### src/mma_pkg.sv
// Package: sizes, payload structs, lane control and state encoding for the moving average unit.
package mma_pkg;

  localparam int unsigned WINDOW   = 8;
  localparam int unsigned CHANNELS = 4;
  localparam int unsigned DATA_W   = 16;

  localparam int unsigned SLOT_W = (WINDOW > 1) ? $clog2(WINDOW) : 1;
  localparam int unsigned CNT_W  = $clog2(WINDOW + 1);
  localparam int unsigned SUM_W  = DATA_W + ((WINDOW > 1) ? $clog2(WINDOW) : 0);
  localparam int unsigned ACC_W  = SUM_W + 1;
  localparam int unsigned ITER   = (SUM_W + 1) / 2;
  localparam int unsigned DIV_W  = 2 * ITER;
  localparam int unsigned REM_W  = CNT_W + 1;
  localparam int unsigned ITER_W = (ITER > 1) ? $clog2(ITER) : 1;

  localparam logic [DATA_W-1:0] NO_RETURN     = 16'hFFFF;
  localparam logic [DATA_W-1:0] MAX_RANGE_RST = 16'd3500;

  typedef struct packed {
    logic              restart;
    logic [DATA_W-1:0] range_0;
    logic [DATA_W-1:0] range_1;
    logic [DATA_W-1:0] range_2;
    logic [DATA_W-1:0] range_3;
  } mma_in_t;

  typedef struct packed {
    logic [DATA_W-1:0] avg_0;
    logic [DATA_W-1:0] avg_1;
    logic [DATA_W-1:0] avg_2;
    logic [DATA_W-1:0] avg_3;
  } mma_out_t;

  typedef struct packed {
    logic              start;
    logic              clear;
    logic              warm;
    logic [SLOT_W-1:0] slot;
    logic [CNT_W-1:0]  count;
    logic              step;
  } mma_lane_ctrl_t;

  typedef enum logic [1:0] {
    ST_IDLE,
    ST_DIV,
    ST_DONE
  } mma_state_e;

endpackage

### src/multichannel_moving_average_unit.sv
// Top level: window control, channel lanes and merged output register.
//
//   channel | direction | handshake            | word
//   in      | in        | in_valid_i/in_stall_o  | mma_in_t: restart, range_0..range_3
//   out     | out       | out_valid_o/out_stall_i| mma_out_t: avg_0..avg_3
//   cfg     | in        | cfg_valid_i/cfg_ready_o| max_range, 16 bits
//
// Each word is accepted in ST_IDLE, divided in ST_DIV with the lane dividers retiring two quotient
// bits per step, and loaded into the output register in ST_DONE; the input stalls outside ST_IDLE.
// The next input word is taken while a finished result waits in the output register.
// A stalled output holds the finished lane results until the register frees.
// Reset clears control state and sets max_range to 3500; the first word restarts the window.
module multichannel_moving_average_unit (
  input  logic                        clk_i,
  input  logic                        rst_ni,
  input  logic                        in_valid_i,
  output logic                        in_stall_o,
  input  mma_pkg::mma_in_t            in_data_i,
  output logic                        out_valid_o,
  input  logic                        out_stall_i,
  output mma_pkg::mma_out_t           out_data_o,
  input  logic                        cfg_valid_i,
  output logic                        cfg_ready_o,
  input  logic [mma_pkg::DATA_W-1:0]  cfg_data_i
);
  import mma_pkg::*;

  mma_state_e        state_q, state_d;
  logic [ITER_W-1:0] cnt_q, cnt_d;
  logic [SLOT_W-1:0] slot_q, slot_d;
  logic              warm_q, warm_d;
  logic              never_q, never_d;
  logic [DATA_W-1:0] max_range_q;
  logic              out_valid_q, out_valid_d;
  mma_out_t          out_q;
  mma_out_t          merged;
  logic              accept, load, out_free, restart_eff, step;
  mma_lane_ctrl_t    ctrl;
  logic [DATA_W-1:0] lane_in  [CHANNELS];
  logic [DATA_W-1:0] lane_avg [CHANNELS];

  assign cfg_ready_o = 1'b1;
  assign accept      = in_valid_i && !in_stall_o;
  assign out_free    = !out_valid_q || !out_stall_i;
  assign restart_eff = in_data_i.restart || never_q;

  always_comb begin
    state_d = state_q;
    cnt_d   = cnt_q;
    case (state_q)
      ST_IDLE: begin
        if (accept) begin
          state_d = ST_DIV;
          cnt_d   = '0;
        end
      end
      ST_DIV: begin
        cnt_d = cnt_q + 1'b1;
        if (cnt_q == ITER_W'(ITER - 1)) begin
          state_d = ST_DONE;
        end
      end
      ST_DONE: begin
        if (out_free) begin
          state_d = ST_IDLE;
        end
      end
      default: state_d = ST_IDLE;
    endcase
  end

  always_comb begin
    in_stall_o = 1'b1;
    step       = 1'b0;
    load       = 1'b0;
    case (state_q)
      ST_IDLE: in_stall_o = 1'b0;
      ST_DIV:  step       = 1'b1;
      ST_DONE: load       = out_free;
      default: in_stall_o = 1'b1;
    endcase
  end

  always_comb begin
    slot_d  = slot_q;
    warm_d  = warm_q;
    never_d = never_q;
    if (accept) begin
      if (restart_eff) begin
        slot_d  = '0;
        warm_d  = 1'b1;
        never_d = 1'b0;
      end else if (slot_q == SLOT_W'(WINDOW - 1)) begin
        slot_d = '0;
        warm_d = 1'b0;
      end else begin
        slot_d = slot_q + 1'b1;
      end
    end
  end

  assign ctrl.start = accept;
  assign ctrl.clear = restart_eff;
  assign ctrl.warm  = warm_d;
  assign ctrl.slot  = slot_d;
  assign ctrl.count = warm_d ? (CNT_W'(slot_d) + CNT_W'(1)) : CNT_W'(WINDOW);
  assign ctrl.step  = step;

  assign lane_in[0] = in_data_i.range_0;
  assign lane_in[1] = in_data_i.range_1;
  assign lane_in[2] = in_data_i.range_2;
  assign lane_in[3] = in_data_i.range_3;

  for (genvar c = 0; c < CHANNELS; c++) begin : g_lane
    mma_lane u_lane (
      .clk_i       (clk_i),
      .rst_ni      (rst_ni),
      .ctrl_i      (ctrl),
      .max_range_i (max_range_q),
      .sample_i    (lane_in[c]),
      .avg_o       (lane_avg[c])
    );
  end

  assign merged.avg_0 = lane_avg[0];
  assign merged.avg_1 = lane_avg[1];
  assign merged.avg_2 = lane_avg[2];
  assign merged.avg_3 = lane_avg[3];

  always_comb begin
    out_valid_d = out_valid_q;
    if (load) begin
      out_valid_d = 1'b1;
    end else if (out_valid_q && !out_stall_i) begin
      out_valid_d = 1'b0;
    end
  end

  always_ff @(posedge clk_i or negedge rst_ni) begin
    if (!rst_ni) begin
      state_q     <= ST_IDLE;
      cnt_q       <= '0;
      slot_q      <= '0;
      warm_q      <= 1'b1;
      never_q     <= 1'b1;
      max_range_q <= MAX_RANGE_RST;
      out_valid_q <= 1'b0;
    end else begin
      state_q     <= state_d;
      cnt_q       <= cnt_d;
      slot_q      <= slot_d;
      warm_q      <= warm_d;
      never_q     <= never_d;
      out_valid_q <= out_valid_d;
      if (cfg_valid_i && cfg_ready_o) begin
        max_range_q <= cfg_data_i;
      end
    end
  end

  always_ff @(posedge clk_i) begin
    if (load) begin
      out_q <= merged;
    end
  end

  assign out_valid_o = out_valid_q;
  assign out_data_o  = out_q;

endmodule

### src/mma_lane.sv
// One channel lane: sample ring, running sum and two-bit-per-cycle divider that advances while step is set.
module mma_lane (
  input  logic                         clk_i,
  input  logic                         rst_ni,
  input  mma_pkg::mma_lane_ctrl_t      ctrl_i,
  input  logic [mma_pkg::DATA_W-1:0]   max_range_i,
  input  logic [mma_pkg::DATA_W-1:0]   sample_i,
  output logic [mma_pkg::DATA_W-1:0]   avg_o
);
  import mma_pkg::*;

  logic [DATA_W-1:0] ring_q [WINDOW];
  logic [SUM_W-1:0]  sum_q, sum_d;
  logic [DIV_W-1:0]  dq_q, dq_d;
  logic [REM_W-1:0]  rem_q, rem_d;
  logic [CNT_W-1:0]  divisor_q;
  logic [DATA_W-1:0] sample;
  logic [DATA_W-1:0] old;
  logic [ACC_W-1:0]  acc;

  assign sample = (sample_i == NO_RETURN) ? max_range_i : sample_i;
  assign old    = ring_q[ctrl_i.slot];

  always_comb begin
    if (ctrl_i.clear) begin
      acc = ACC_W'(sample);
    end else if (ctrl_i.warm) begin
      acc = ACC_W'(sum_q) + ACC_W'(sample);
    end else begin
      acc = ACC_W'(sum_q) + ACC_W'(sample) - ACC_W'(old);
    end
    sum_d = acc[SUM_W-1:0];
  end

  always_comb begin
    logic [REM_W-1:0] r;
    logic [DIV_W-1:0] d;
    r = rem_q;
    d = dq_q;
    for (int k = 0; k < 2; k++) begin
      r = {r[REM_W-2:0], d[DIV_W-1]};
      d = {d[DIV_W-2:0], 1'b0};
      if (r >= REM_W'(divisor_q)) begin
        r    = r - REM_W'(divisor_q);
        d[0] = 1'b1;
      end
    end
    rem_d = r;
    dq_d  = d;
  end

  always_ff @(posedge clk_i or negedge rst_ni) begin
    if (!rst_ni) begin
      sum_q <= '0;
    end else if (ctrl_i.start) begin
      sum_q <= sum_d;
    end
  end

  always_ff @(posedge clk_i) begin
    if (ctrl_i.start) begin
      ring_q[ctrl_i.slot] <= sample;
      dq_q                <= DIV_W'(sum_d);
      rem_q               <= '0;
      divisor_q           <= ctrl_i.count;
    end else if (ctrl_i.step) begin
      dq_q  <= dq_d;
      rem_q <= rem_d;
    end
  end

  assign avg_o = dq_q[DATA_W-1:0];

endmodule

### config.mk
export PLATFORM = sky130hd
export DESIGN_NAME = multichannel_moving_average_unit
export DESIGN_NICKNAME = d
export VERILOG_FILES = /design/src/mma_pkg.sv /design/src/multichannel_moving_average_unit.sv /design/src/mma_lane.sv
export SDC_FILE = /design/constraint.sdc
export NUM_CORES = 1
export LEC_CHECK = 0
export BUFFER_PORTS_ARGS = -buffer_cell sky130_fd_sc_hd__buf_2
export CORE_ASPECT_RATIO = 0.75
export CORE_UTILIZATION = 44
export DETAILED_ROUTE_END_ITERATION = 6
export PLACE_DENSITY = 0.69
export SYNTH_ARGS = -nofsm -noshare
export SYNTH_HDL_FRONTEND = slang
export SYNTH_HIERARCHICAL = 1
export SYNTH_SLANG_ARGS = --single-unit
### constraint.sdc
create_clock -name clk_i -period 21.7 [get_ports clk_i]
set_clock_uncertainty 0.2 [all_clocks]
set_input_delay 1.085 -clock clk_i [delete_from_list [all_inputs] [get_ports clk_i]]
set_output_delay 1.085 -clock clk_i [all_outputs]
set_load 0.005 [all_outputs]
**After elaboration in Yosys (flattened, before gate mapping)**

Memory sizes are Yosys's and may differ from the RTL's.
Index checks and enable logic that the tools add are counted.
Widths: inputs -> output; s select.

- Register bits: 268
- Bits of input ports: 86
- Memories: 4
- Bits in writable memories: 512

- Equal/unequal tests: 11
- Magnitude comparators: 8
- Reduce and logical (&&, ||, !) cells: 13
- Multiplexer cells: 55
- $add $sub $neg: 19

Memories:

| name | depth | bits a word | rd ports | clocked after memory_dff | write ports | line | text |
|---|---|---|---|---|---|---|---|
| g_lane[0].u_lane.ring_q | 8 | 16 | 1 | 0 | 1 | mma_lane.sv:12 | `logic [DATA_W-1:0] ring_q [WINDOW];` |
| g_lane[1].u_lane.ring_q | 8 | 16 | 1 | 0 | 1 | mma_lane.sv:12 |  |
| g_lane[2].u_lane.ring_q | 8 | 16 | 1 | 0 | 1 | mma_lane.sv:12 |  |
| g_lane[3].u_lane.ring_q | 8 | 16 | 1 | 0 | 1 | mma_lane.sv:12 |  |

Operators with widths:

| kind | number |
|---|---|
| $mux 19 | 16 |
| $add 19x16->19 | 4 |
| $sub 19x16->19 | 4 |
| $eq 16x16->1 const B | 4 |
| $mux 16 | 4 |
| $ge 5x4->1 | 8 |
| $mux 4 | 9 |
| $sub 4x4->4 | 8 |
| $mux 1 | 18 |
| $mux 3 | 3 |
| $pmux 4 s2 | 1 |
| $mux 2 | 3 |
| $ne 2x2->1 const B | 3 |
| $pmux 2 s3 | 1 |
| $reduce_bool 2->1 | 3 |
| $add 3x1->4 const B | 1 |
| $add 4x1->4 const B | 1 |
| $eq 4x4->1 const B | 1 |
| $reduce_and 2->1 | 2 |
| $add 3x1->3 const B | 1 |
| $eq 3x3->1 const B | 1 |
| $reduce_and 3->1 | 1 |
| $eq 2x1->1 const B | 1 |
| $eq 2x2->1 const B | 1 |
| 4 further kinds | 7 |

**Depth between registers and ports, before layout**

An unclocked memory read counts as a cell.

- Depth after elaboration: 9
- Gate-level depth with buffers: 25
- Gate-level depth less buffers: 23

**By module**

Netlist, hierarchy kept.

Modules (own cells, without submodules):

| module | times used | area an instance (um2) | cells each |
|---|---|---|---|
| mma_lane (g_lane[3].u_lane) | 1 | 9,658.0 | 833 |
| mma_lane (g_lane[0].u_lane) | 1 | 9,640.5 | 810 |
| mma_lane (g_lane[1].u_lane) | 1 | 9,584.2 | 815 |
| mma_lane (g_lane[2].u_lane) | 1 | 9,287.7 | 787 |
| multichannel_moving_average_unit | 1 | 3,203.1 | 162 |

**Worst setup path before layout**

Ideal clock, no wire load.

- Kind: input -> register
- From: in in_valid_i
- To: reg g_lane[2].u_lane.dq_q[14], data pin
- Cell stages on the path: 24
- Setup slack: 14.196 ns
- Path buffers: 5
- Library setup time: 0.261 ns
- Arrival: 7.043 ns
- Cells stage by stage: or3b_1 -> buf_6 -> o41ai_2 -> buf_2 -> buf_2 -> buf_1 -> buf_1 -> mux2i_1 -> a21oi_1 -> a21oi_1 -> a21oi_1 -> ha_1 -> inv_1 -> fa_1 -> a211o_1 -> o211ai_2 -> a21oi_2 -> o41a_1 -> maj3_2 -> maj3_2 -> a31oi_4 -> mux2i_1 -> xor2_1 -> o21ai_1

RTL lines:

| element | line | text |
|---|---|---|
| start: declaration | multichannel_moving_average_unit.sv:16 | `input logic in_valid_i,` |
| end signal: assignment | mma_lane.sv:63 | `dq_q <= DIV_W'(sum_d);` |
| end signal: assignment | mma_lane.sv:67 | `dq_q <= dq_d;` |
| end: declaration | mma_lane.sv:14 | `logic [DIV_W-1:0] dq_q, dq_d;` |

==> metrics.txt <==
outcome finished, violations left; violated checks design-rule violations; Initial Util between 40% and 50%; Logic pwr share approximately 54%; HPWL after DPL approximately 77000 µm; syn nets 3658; Post-route DRC 10; post-route design area around 46000 µm²; asr flop ratio synth 13.1%; min Tclk post-route 8.15 ns; # H-tree levels 3; count of cell types in the netlist 143; clock root cell clkbuf_16; nets 3731; Port Buffers 151; Final Hold Fails 0; Area after DPL between 40000 and 50000 µm²; Commonest cells post-synth edfxtp_1 (668), nand2_1 (195), o21ai_0 (186); pin count of the biggest net entering global routing approximately 150; Clock Latency Late Sink 0.66 ns; GR Util All Layers 23.0%; Cells after Synth around 3400; grt total ovfl 0; Die W 356 µm; die height approximately 270 µm; CTS buffer count 79; Post-CTS Hold Buffers 0; Sw Share 42.6%; initial antenna violation count 4; clk slew on worst S/H paths 0.06 ns; sequential share of the synthesized area around 56%; CP Launch Type primary input; die area approximately 95000 µm²; Layout area overhead 10.2%; I/O pin total 153; vias in the first global route around 27000; ranking of synthesized cells by area edfxtp_1 (48%), dfrtp_1 (5.7%), ha_1 (4.5%); Post-synth EDFFs between 600 and 700; routed via count 28676; Max Clk Rate approximately 120 MHz; maxcap violations 0; DRT Wirelength 111000 µm; Pwr per Cell Area 166 nW/µm²; Critical Path AT ~8.4 ns; Mapped Avg Cell Area roughly 12 µm²; NetSw between 3 and 4 mW; cell internal pwr 4.35 mW; actual slew at the worst max-slew pin between 1 and 1.5 ns; area share of the largest cell type after synthesis 48.5%; leakage approximately 17 nW; CP Buf/Inv Count 7; crit share post-route 37.6%; clock power share 18.1%; Post-synth top flop edfxtp_1; drt via density 6.00; Sequential Power Share 27.8%; first-pass GRT wire length 167000 µm; Slew Limit Fails 0; # rows 97; post-CTS setup buffers 0; post-CTS sizing 0; CTS tree yes; share of layout cells above drive strength 1 16.0%; RSZ-0062 raised after global routing false; area leader, netlist edfxtp_1; routability cong. 0.919; worst-path maximum fanout 151; Core Area slightly above 90000 µm²; number of synthesis warnings 6; final setup vio count 0; Critical Path End Type flop; slowest CP cell clkinv_8; wire length per cell 23.2 µm; clk sink count 792; register bit count reported by yosys 792; most common cell in the netlist edfxtp_1; worst hold path type flop to flop; setup TNS 0 ns; initial DRC count 3021; worst path cell trace buf_2 -> or3b_1 -> clkinv_8 -> mux2i_1 -> inv_4 -> buf_4 -> buf_4 -> inv_1 -> a222oi_1 -> ha_1 -> inv_1 -> fa_1 -> a211oi_1 -> o21ai_0 -> a21oi_1 -> nand2_1 -> a21o_1 -> a211o_1 -> a211oi_2 -> mux2i_1 -> nand3_1; Max VDD drop 88.9 µV; kind of critical path primary input to flop; Post-DRT Antenna Nets 0; Cell Area, Synth 41400 µm²; number of diodes 0; drt first pass iters 7; crit-path max cell delay 0.69 ns; delay-heaviest family, CP buffers and inverters; clock tree buffer depth 3; Critical Path RT around 22 ns; Slew Limit Headroom 29.7%
[cell families (layout without fill, tap and decap cells)]
family	Yosys count	after routing	share of synthesized area, %
buffers and inverters	385	524	4.49
other	1	1	0.00906
XOR/XNOR	97	97	2.14
multiplexers	223	223	5.92
AO/OA/AOI/OAI	989	989	17.2
adder cells (fa/ha/maj)	175	175	5.54
AND/OR/NAND/NOR	745	745	8.94
flip-flops	792	792	55.8
[flip-flops by register name, summed over array words and instances (netlist names)]
name and count:
out_valid_o 1, never_q 1, g_lane.u_lane/ring_q 512, warm_q 1
cnt_q 4, g_lane.u_lane/rem_q 16, max_range_q 16, g_lane.u_lane/dq_q 80
g_lane.u_lane/sum_q 76, g_lane.u_lane/divisor_q 16, state_q 2, out_data_o 64
slot_q 3
[final timing paths]
path,slack (ns),cells after the start,start,end
max,13.55,21,in_valid_i,g_lane[3].u_lane/dq_q[14]
min,0.24,0,g_lane[1].u_lane/dq_q[8],out_data_o[40]
max reg2reg,13.71,20,state_q[0],g_lane[3].u_lane/dq_q[14]
min reg2reg,0.24,0,g_lane[1].u_lane/dq_q[8],out_data_o[40]
max in group asynchronous,19.55,2,rst_ni,g_lane[3].u_lane/sum_q[6]
min in group asynchronous,0.28,1,rst_ni,g_lane[2].u_lane/sum_q[8]
[layer usage]
metal | vias up | share of wire, % | global-route usage (%)
met5 | - | 0.012 | 0
met4 | 2 | 2.8 | 6.54
met3 | 150 | 9.3 | 5.06
met2 | 1177 | 43 | 33.4
met1 | 14181 | 45 | 34.4
li1 | 13166 | - | -
[cell usage in the layout (no fill, tap or decap), drive strengths merged, types with 58 or more instances in the layout]
| cell type | Yosys | routed |
|---|---|---|
| nand2 | 196 | 196 |
| clkbuf | 85 | 97 |
| mux2 | 91 | 91 |
| dfrtp | 95 | 95 |
| nor2 | 188 | 188 |
| inv | 171 | 174 |
| o211ai | 58 | 58 |
| a21o | 61 | 61 |
| mux2i | 124 | 124 |
| o21ai | 203 | 203 |
| edfxtp | 668 | 668 |
| o21a | 100 | 100 |
| nand3 | 79 | 79 |
| a21oi | 177 | 177 |
| buf | 124 | 202 |
| ha | 149 | 149 |
[metrics by stage]
stage | power (mW) | util (%) | hold slack [ns] | worst slack, ns | instances
floorplan | 5.30 | - | 0.246 | 14.20 | 3407
global placement | 6.07 | 46.1 | 0.233 | 13.13 | 4636
detailed placement | 6.14 | 46.1 | 0.232 | 12.92 | 4636
CTS | 7.54 | 48.9 | 0.248 | 13.61 | 4783
global route | 8.09 | 48.9 | 0.257 | 12.96 | 4783
finish | 7.58 | 48.9 | 0.239 | 13.55 | 4783
[power groups by stage]
stage               combinational (mW)  sequential, mW  clock, mW
floorplan                         3.22            2.07          0
global placement                  3.93            2.13          0
detailed placement                4.00            2.14          0
CTS                               4.03            2.11       1.40
global route                      4.50            2.14       1.45
finish                            4.10            2.11       1.37
[final cells by class]
| class | instances | area (µm²) |
|---|---|---|
| clock buffer | 97 | 2120 |
| timing repair buffer | 202 | 1150 |
| tap | 1237 | 1550 |
| inverter | 175 | 673 |
| clock inverter | 50 | 472 |
| sequential | 792 | 23100 |
| multi-input combinational | 2230 | 16600 |
| fill | 8224 | 47600 |
Note: power is estimated with default switching activity, not from simulation.
